<file path="config.mk">
export PLATFORM = sky130hd
export DESIGN_NAME = scfla_head_mem
export DESIGN_NICKNAME = d
export VERILOG_FILES = /design/src/rtl/scfla_head_mem.sv
export SDC_FILE = /design/constraint.sdc
export NUM_CORES = 1
export LEC_CHECK = 0
export BUFFER_PORTS_ARGS = -buffer_cell sky130_fd_sc_hd__buf_2
export CORE_AREA = 2 2 131 133
export DETAILED_ROUTE_END_ITERATION = 12
export DIE_AREA = 0 0 133 135
export PLACE_DENSITY = 0.75
export SYNTH_ARGS = -nofsm -noshare
export SYNTH_HDL_FRONTEND = slang
export SYNTH_SLANG_ARGS = --single-unit
</file>
<file path="constraint.sdc">
create_clock -name clk -period 1.2 [get_ports clk]
set_input_delay 0.06 -clock clk [delete_from_list [all_inputs] [get_ports clk]]
set_output_delay 0.06 -clock clk [all_outputs]
set_load 0.1 [all_outputs]
</file>
<file path="src/rtl/scfla_head_mem.sv">
// ----------------------------------------------------------------------------
// scfla_head_mem: free-list head table
// One write port, one read port, registered read data. Each entry carries a
// valid bit cleared by reset; an entry never written reads as empty (zero).
// ----------------------------------------------------------------------------
module scfla_head_mem #(
	parameter int DEPTH = 16,
	parameter int AW    = 4,
	parameter int DW    = 13
) (
	input  logic          clk,
	input  logic          arst_n,
	input  logic          we,
	input  logic [AW-1:0] waddr,
	input  logic [DW-1:0] wdata,
	input  logic          re,
	input  logic [AW-1:0] raddr,
	output logic [DW-1:0] rdata
);
	logic [DW-1:0]    mem [DEPTH];
	logic [DEPTH-1:0] valid_q;
	logic [DW-1:0]    rd_data_s1;
	logic             rd_valid_s1;

	always_ff @(posedge clk or negedge arst_n) begin
		if (!arst_n) begin
			valid_q <= '0;
		end else if (we) begin
			valid_q[waddr] <= 1'b1;
		end
	end

	always_ff @(posedge clk) begin
		if (we) begin
			mem[waddr] <= wdata;
		end
	end

	always_ff @(posedge clk) begin
		if (re) begin
			rd_data_s1  <= mem[raddr];
			rd_valid_s1 <= valid_q[raddr];
		end
	end

	// an unwritten entry means an empty list
	assign rdata = rd_valid_s1 ? rd_data_s1 : '0;

endmodule

</file>
==> metrics.md, run 1 <==
| Metric | Value |
|---|---|
| Non-Filler Instances | `744` |
| Post-synth net total | `434` |
| GRT Overall Usage | `0.231` |
| Number of global-route vias before repair | `4,876` |
| First-pass GRT wire length | `30.0 mm` |
| Post-CTS Setup Inserts | `0` |
| Num ports | `38` |
| Clock buffer depth | `3` |
| Die footprint | `18,000 um2` |
| Vias | `4,524` |
| Fin crit share | `1.28` |
| Final Slew Violations | `0` |
| Vias per cell | `6.08` |
| Slew Limit Headroom | `0.713` |
| Drt pass-1 iters | `5` |
| Finished Cell Area | `11,300 um2` |
| Worst setup path start | `rd_valid_s1` |
| Total Power | `18.8 mW` |
| Tmin final | `1540 ps` |
| Worst Tran Pin Value | `431 ps` |
| Post-layout util | `0.687` |
| Worst r2r src | `mem[8][4]` |
| # rows | `47` |
| Largest net degree at the start of global routing | `28` |
| Core area | `16,400 um2` |
| Post-DRT Antenna Nets | `0` |
| Ant diodes | `0` |
| Cell area after synthesis | `9010 um2` |
| WS Path Type | `flop to output port` |
| Layout net count | `532` |
| H-Tree Depth | `1` |
| Total CTS buffers | `23` |
| Worst R2R Path Depth | `3` |
| DRC viols | `0` |
| Startpoint Class | `flop` |
| Syn Area/Cell | `22.0 um2` |
| Area Overhead vs Synth | `25.1%` |
| Placed cell count | `688` |
| Worst skew pair latency | `520 ps` |
| Avg WL per Cell | `26.6 um` |
| Status | `complete, but fails checks` |
| Peak supply drop | `1.10 mV` |
| Clock transition at the registers of the reported paths | `70 ps` |
| Starting Density | `0.549` |
| Worst Hold Class | `input port to asynchronous set/reset pin` |
| LEAKAGE | `3.72 nW` |
| Worst Slack Setup Final | `-337 ps` |
| Die Wd | `133 um` |
| Fmax | `0.651 GHz` |
| Placed instance area | `10,200 um2` |
| Required time worst endpoint | `1140 ps` |
| Total congestion overflow | `0` |
| R2R setup slack | `-220 ps` |
| Failing checks | `negative hold slack, negative setup slack` |
| Final hold viol count | `16` |
| Post-synth cell types | `19` |
| RSZ-0062 raised after global routing | `yes` |
| Synthesized instance count | `409` |
| TritonCTS clock tree | `done` |
| Synthesized flop and latch total | `238` |
| Final setup viols | `27` |
| Post-Route WL | `19.8 mm` |
| First DRT Iteration DRCs | `481` |
| Max-Cap Viols | `0` |
| Die Y | `135 um` |
| Crit Reg-Reg Endpoint | `rd_data_s1[4]` |
| Post-Place Setup Slack | `-373 ps` |
| Worst-path fanout max | `13` |
| Detail Placement HPWL | `11.5 mm` |
| Clock Root Buffer | `clkbuf_16` |
| CTS sink cnt | `238` |
| Initial antenna violation count | `0` |
| CP Capture Type | `output port` |
| Final TNS setup | `-6640 ps` |
| Placer congestion estimate | `0.793` |
| Number of port buffers | `37` |
| Layout cells sized above 1 | `0.412` |
| Synth warnings | `0` |
| Clk_skew | `15.6 ps` |
| Seq/Total Area, Yosys | `0.784` |
| Hold_ws | `-20.1 ps` |
| Power Dens Cells | `1660 nW/um2` |
| Crit path DAT | `1480 ps` |
[metal layers]
| layer | share of wire | GRT usage |
|---|---|---|
| met1 | 0.38 | 0.311 |
| met5 | 0 | 0 |
| met3 | 0.086 | 0.0462 |
| met4 | 0.021 | 0.0681 |
| met2 | 0.51 | 0.390 |
[report_power, final]
group / switching [mW] / leakage (nW) / internal, mW
registers: 0.113 / 2.18 / 9.38
clock network: 3.04 / 0.391 / 4.52
logic: 0.973 / 1.14 / 0.748
[cell families (layout without fill, tap and decap cells)]
family / count (synthesis) / after routing / synth area share
flops: 238 / 238 / 0.784
simple gates: 70 / 70 / 0.0407
mux: 56 / 56 / 0.140
compound gates: 28 / 28 / 0.0233
buf+inv: 17 / 132 / 0.0115
[synthesized netlist by cell type]
cell type | count | area share
and2_0 | 1 | 0.00069
dfrtp_1 | 16 | 0.044
nand3_1 | 1 | 0.00056
nor3_1 | 4 | 0.0022
or3b_1 | 1 | 0.00097
buf_2 | 5 | 0.0028
and2_1 | 13 | 0.0090
clkbuf_1 | 7 | 0.0029
buf_6 | 4 | 0.0050
mux4_2 | 56 | 0.14
nand3b_1 | 2 | 0.0017
nor2b_1 | 2 | 0.0014
edfxtp_1 | 222 | 0.74
nand2_1 | 15 | 0.0062
nor2_1 | 13 | 0.0054
nand2b_1 | 2 | 0.0014
or2_1 | 16 | 0.011
buf_4 | 1 | 0.00083
a22oi_1 | 28 | 0.023
[layout by cell type (no fill, tap or decap), drive strengths merged]
cell | Yosys | final
edfxtp | 222 | 222
clkbuf | 7 | 26
buf | 10 | 76
nand3 | 1 | 1
a22oi | 28 | 28
nor2 | 13 | 13
nand2b | 2 | 2
and2 | 14 | 14
nor2b | 2 | 2
clkinv | 0 | 9
mux4 | 56 | 56
clkinvlp | 0 | 2
nand2 | 15 | 15
bufinv | 0 | 4
or2 | 16 | 16
dlygate4sd3 | 0 | 14
nand3b | 2 | 2
dfrtp | 16 | 16
nor3 | 4 | 4
or3b | 1 | 1
inv | 0 | 1
[worst max-delay path by stage]
stage,cells past startpoint,to,slack (ps)
5_1_grt,3,rdata[9],-360
4_1_cts,3,rdata[7],-350
6_report,3,rdata[9],-340
2_1_floorplan,2,mem[1][0],-270
3_3_place_gp,5,rd_data_s1[4],-370
3_5_place_dp,5,rd_data_s1[8],-370
[state kept, by name, summed over array words and instances, names as in the netlist]
name,cells
mem,208
valid_q,16
rd_data_s1,13
rd_valid_s1,1
[layout make-up]
cell class,instances,area [um2]
Sequential cell,238,7070
Fill cell,964,5130
Multi-Input combinational cell,154,2030
Timing Repair Buffer,90,1100
Clock buffer,26,607
Tap cell,220,275
Clock inverter,16,194
[timing repair]
item | in CTS | in global routing
pin swaps | 6 | 0
gates resized for setup | 13 | 12
hold endpoints to repair | 224 | 0
endpoints found under the setup margin | 27 | 43
hold buffers | 15 | 0
[critical path, stage by stage (launching register included)]
cell      delay [ps]
edfxtp_1         430
buf_12           170
and2_2           190
buf_12           160
Power figures use the tool's default switching activity.
==> run 2: changes to the inputs <==
--- a/config.mk
+++ b/config.mk
@@ -5,10 +5,11 @@
 export SDC_FILE = /design/constraint.sdc
 export NUM_CORES = 1
 export LEC_CHECK = 0
+export ABC_AREA = 1
 export BUFFER_PORTS_ARGS = -buffer_cell sky130_fd_sc_hd__buf_2
-export CORE_AREA = 2 2 131 133
+export CORE_AREA = 2 2 139 141
 export DETAILED_ROUTE_END_ITERATION = 12
-export DIE_AREA = 0 0 133 135
+export DIE_AREA = 0 0 141 143
 export PLACE_DENSITY = 0.75
 export SYNTH_ARGS = -nofsm -noshare
 export SYNTH_HDL_FRONTEND = slang
==> run 2 against run 1 <==
Compared with the run above:
- the flow finishes with violations (negative setup slack)
- non-clock buffer count is 31 higher
- largest cell class unchanged
- critical endpoint is now rdata[8]
- largest power group unchanged
- hold slack better by 79 ps
- area after synthesis rose by 14%
- combinational power is 3% higher
==> metrics.md, run 2 <==
| Metric | Value |
|---|---|
| Status | `complete, but fails checks` |
| Failing checks | `negative setup slack` |
| Filler Cell Count | `1,337 (+39%)` |
| Area leader, netlist | `edfxtp_1` |
| RSZ-0062 raised after global routing | `yes` |
| Worst Tran Pin Value | `736 ps (+305 ps)` |
| Initial antenna violation count | `0 (unchanged)` |
| Worst Slack Setup Final | `-360 ps (-23.2 ps)` |
| Die Wd | `141 um (+6.0%)` |
| Ant diodes | `0 (unchanged)` |
| Max-Cap Viols | `0 (unchanged)` |
| DRC viols | `0 (unchanged)` |
| Post-synthesis async set-or-reset flop share | `0.0672 (unchanged)` |
| First DRT Iteration DRCs | `722 (+50%)` |
| GRT Overall Usage | `0.255 (+0.0241)` |
| Clock Root Buffer | `clkbuf_16` |
| CTS sink cnt | `238 (unchanged)` |
| CP cell instances | `buf_6 > nand2_2 > clkinvlp_4 > buf_12` |
| Post-CTS Setup Inserts | `0 (unchanged)` |
| Die footprint | `20,200 um2 (+12%)` |
| First-pass GRT wire length | `38.5 mm (+29%)` |
| TritonCTS clock tree | `done` |
| Sequential share of power | `0.529 (+0.023)` |
| Worst R2R Path Depth | `6 (+3)` |
| Largest net degree at the start of global routing | `37 (+32%)` |
| Post-synth cell types | `14 (-5)` |
| Placed instance area | `11,400 um2 (+12%)` |
| Synthesized flop and latch total | `238 (unchanged)` |
| Seq/Total Area, Yosys | `0.691 (-0.0935)` |
| H-Tree Depth | `1 (unchanged)` |
| Die Y | `143 um (+5.9%)` |
| Slew Limit Headroom | `0.509 (-0.204)` |
| Leading cell type in the layout, fill and taps excluded | `nand2_1` |
| Placer congestion estimate | `0.879 (+11%)` |
| Top Registers | `mem: 208 flops, valid_q: 16 flops, rd_data_s1: 13 flops` |
| Tmin final | `1560 ps (+23.2 ps)` |
| Area contributors post-synth | `edfxtp_1 65%, nand2_1 11%, nand3_1 8.4%` |
| Clock buffer depth | `3 (unchanged)` |
| P_int | `13.6 mW (-7.2%)` |
| Crit Reg-Reg Endpoint | `rd_data_s1[0]` |
| Count leader, synth | `nand2_1` |
| Area Overhead vs Synth | `20.0%` |
| Starting Density | `0.550 (+0.00136)` |
| Most instantiated cells after synthesis | `309 x nand2_1, 222 x edfxtp_1, 190 x inv_1` |
| Clk_skew | `15.5 ps (-0.140 ps)` |
| Core area | `18,600 um2 (+13%)` |
| Number of global-route vias before repair | `7,091 (+45%)` |
| Avg WL per Cell | `18.6 um (-30%)` |
| Synth Flop Type | `edfxtp_1` |
| Post-synth net total | `1,015 (+130%)` |
| Combinational power share | `0.101 (+0.009)` |
| Total CTS buffers | `23 (unchanged)` |
| Worst r2r src | `mem[11][0]` |
| Slowest CP cell | `edfxtp_1` |
| Final TNS setup | `-4360 ps (+2280 ps)` |
| Worst setup path start | `rd_valid_s1` |
| Vias | `7,172 (+59%)` |
| Crit path DAT | `1500 ps (+20 ps)` |
| Sw Share | `0.230 (+0.0102)` |
| Placed cell count | `1,285 (+87%)` |
| Switch Pwr | `4.06 mW (-1.6%)` |
| Max incr delay on CP | `400 ps (-30 ps)` |
| Startpoint Class | `flop` |
| Non-Filler Instances | `1,338 (+80%)` |
| Post-synth EDFFs | `222 (unchanged)` |
| Detail Placement HPWL | `15.3 mm (+34%)` |
| Peak supply drop | `1.21 mV (+10%)` |
| LEAKAGE | `5.34 nW (+44%)` |
| WS Path Type | `flop to output port` |
| Largest register FFs | `208 (unchanged)` |
| Final setup viols | `13 (-52%)` |
| Total congestion overflow | `0 (unchanged)` |
| Synth warnings | `0 (unchanged)` |
| Num ports | `38 (unchanged)` |
| Final Slew Violations | `0 (unchanged)` |
| Post-Route WL | `24.8 mm (+26%)` |
| Fin crit share | `1.30 (+0.0193)` |
| Power Dens Cells | `1440 nW/um2 (-14%)` |
| Clock transition at the registers of the reported paths | `60 ps (about the same)` |
| Area share of the largest cell type after synthesis | `0.652 (-0.0882)` |
| Fmax | `0.641 GHz (-1.5%)` |
| Layout net count | `1,116 (+110%)` |
| Drt pass-1 iters | `5 (unchanged)` |
| Required time worst endpoint | `1140 ps (about the same)` |
| Layout cells sized above 1 | `0.139 (-0.273)` |
| Finished Cell Area | `12,300 um2 (+8.9%)` |
| # rows | `50 (+6.4%)` |
| Number of port buffers | `37 (unchanged)` |
| Worst Hold Class | `input port to asynchronous set/reset pin` |
| R2R setup slack | `50 ps (+270 ps)` |
| Largest Register | `mem` |
| Most frequent cells in the layout | `304 x nand2_1, 222 x edfxtp_1, 179 x inv_1, 171 x nand3_1, 50 x buf_4` |
| Final hold viol count | `0 (-16)` |
| Worst-path fanout max | `13 (unchanged)` |
| Vias per cell | `5.36 (-12%)` |
| Syn Area/Cell | `10.3 um2 (-53%)` |
| Post-DRT Antenna Nets | `0 (unchanged)` |
| CP Capture Type | `output port` |
| Worst skew pair latency | `510 ps (about the same)` |
| Synthesized instance count | `990 (+140%)` |
| Cell area after synthesis | `10,200 um2 (+14%)` |
| Clk pwr share | `0.370 (-0.033)` |
==> run 2: cell count changes after synthesis, sizes merged, moves of 4 or more <==
cell,before,now
nand3,1,172
nor3,4,0
inv,0,192
o21ai,0,16
nor2,13,18
a22oi,28,0
buf,10,39
or2,16,0
and2,14,0
mux4,56,0
nand2,15,309
==> run 2: per-stage QoR <==
stage / total power [mW] / worst slack (ps) / util / hold slack [ps]
CTS: 17.7 / -344 / 0.660 / 39.5
floorplan: 10.5 / -67.2 / - / -236
finish: 17.6 / -360 / 0.660 / 58.5
detailed placement: 11.2 / -69.9 / 0.615 / -11.7
global route: 18.2 / -404 / 0.660 / 77.9
global placement: 11.2 / -44.3 / 0.615 / -9.61
==> run 2: logic make-up after synthesis <==
group	count (synthesis)	synth area share
compound gates	16	0.00783
flops	238	0.691
simple gates	499	0.204
buf+inv	237	0.0970
==> run 2: routing by layer <==
layer  track usage  vias to the layer above  wire, um
met1         0.343                     3382      9830
met3        0.0312                       57      2010
met2         0.436                      361     12300
li1              -                     3372         -
met4        0.0889                        0       723
met5             0                        -         0
==> run 2: layout make-up <==
| class | count | area, um2 | area share |
|---|---|---|---|
| clock buffers | 28 | 594 | 0.0484 |
| clock inverters | 10 | 70.1 | 0.00571 |
| inverters | 192 | 761 | 0.0620 |
| multi-input cells | 515 | 2190 | 0.179 |
| flip-flops and latches | 238 | 7070 | 0.576 |
| well taps | 234 | 293 | 0.0239 |
| repair buffers | 121 | 1290 | 0.105 |
==> run 2: worst max-delay path, delay by kind of cell (launching register included) <==
kind | cells | cell delay [ps]
buffers and inverters | 3 | 460
DFF | 1 | 400
and+or+nand+nor | 1 | 120
==> run 2: worst max-delay path by stage <==
| stage | slack, ps | endpoint | depth (start not counted) |
|---|---|---|---|
| after floorplan | -70 | mem[4][0] | 4 |
| after global placement | -40 | rd_data_s1[4] | 8 |
| after detailed placement | -70 | rd_data_s1[0] | 9 |
| after CTS | -340 | rdata[2] | 4 |
| after global routing | -400 | rdata[8] | 4 |
| final | -360 | rdata[8] | 4 |
==> run 2: what timing repair did <==
action                     4_1_cts  5_1_grt
hold endpoints to repair       238        0
setup endpoints to repair       13       14
gates resized for setup          6        1
hold buffers                    15        0
==> run 2: power groups by stage <==
stage / logic, mW / clock network (mW) / registers (mW)
final: 1.78 / 6.53 / 9.33
after CTS: 1.77 / 6.60 / 9.34
after detailed placement: 1.71 / 0 / 9.51
after floorplan: 0.974 / 0 / 9.49
after global placement: 1.68 / 0 / 9.50
after global routing: 1.92 / 6.91 / 9.34
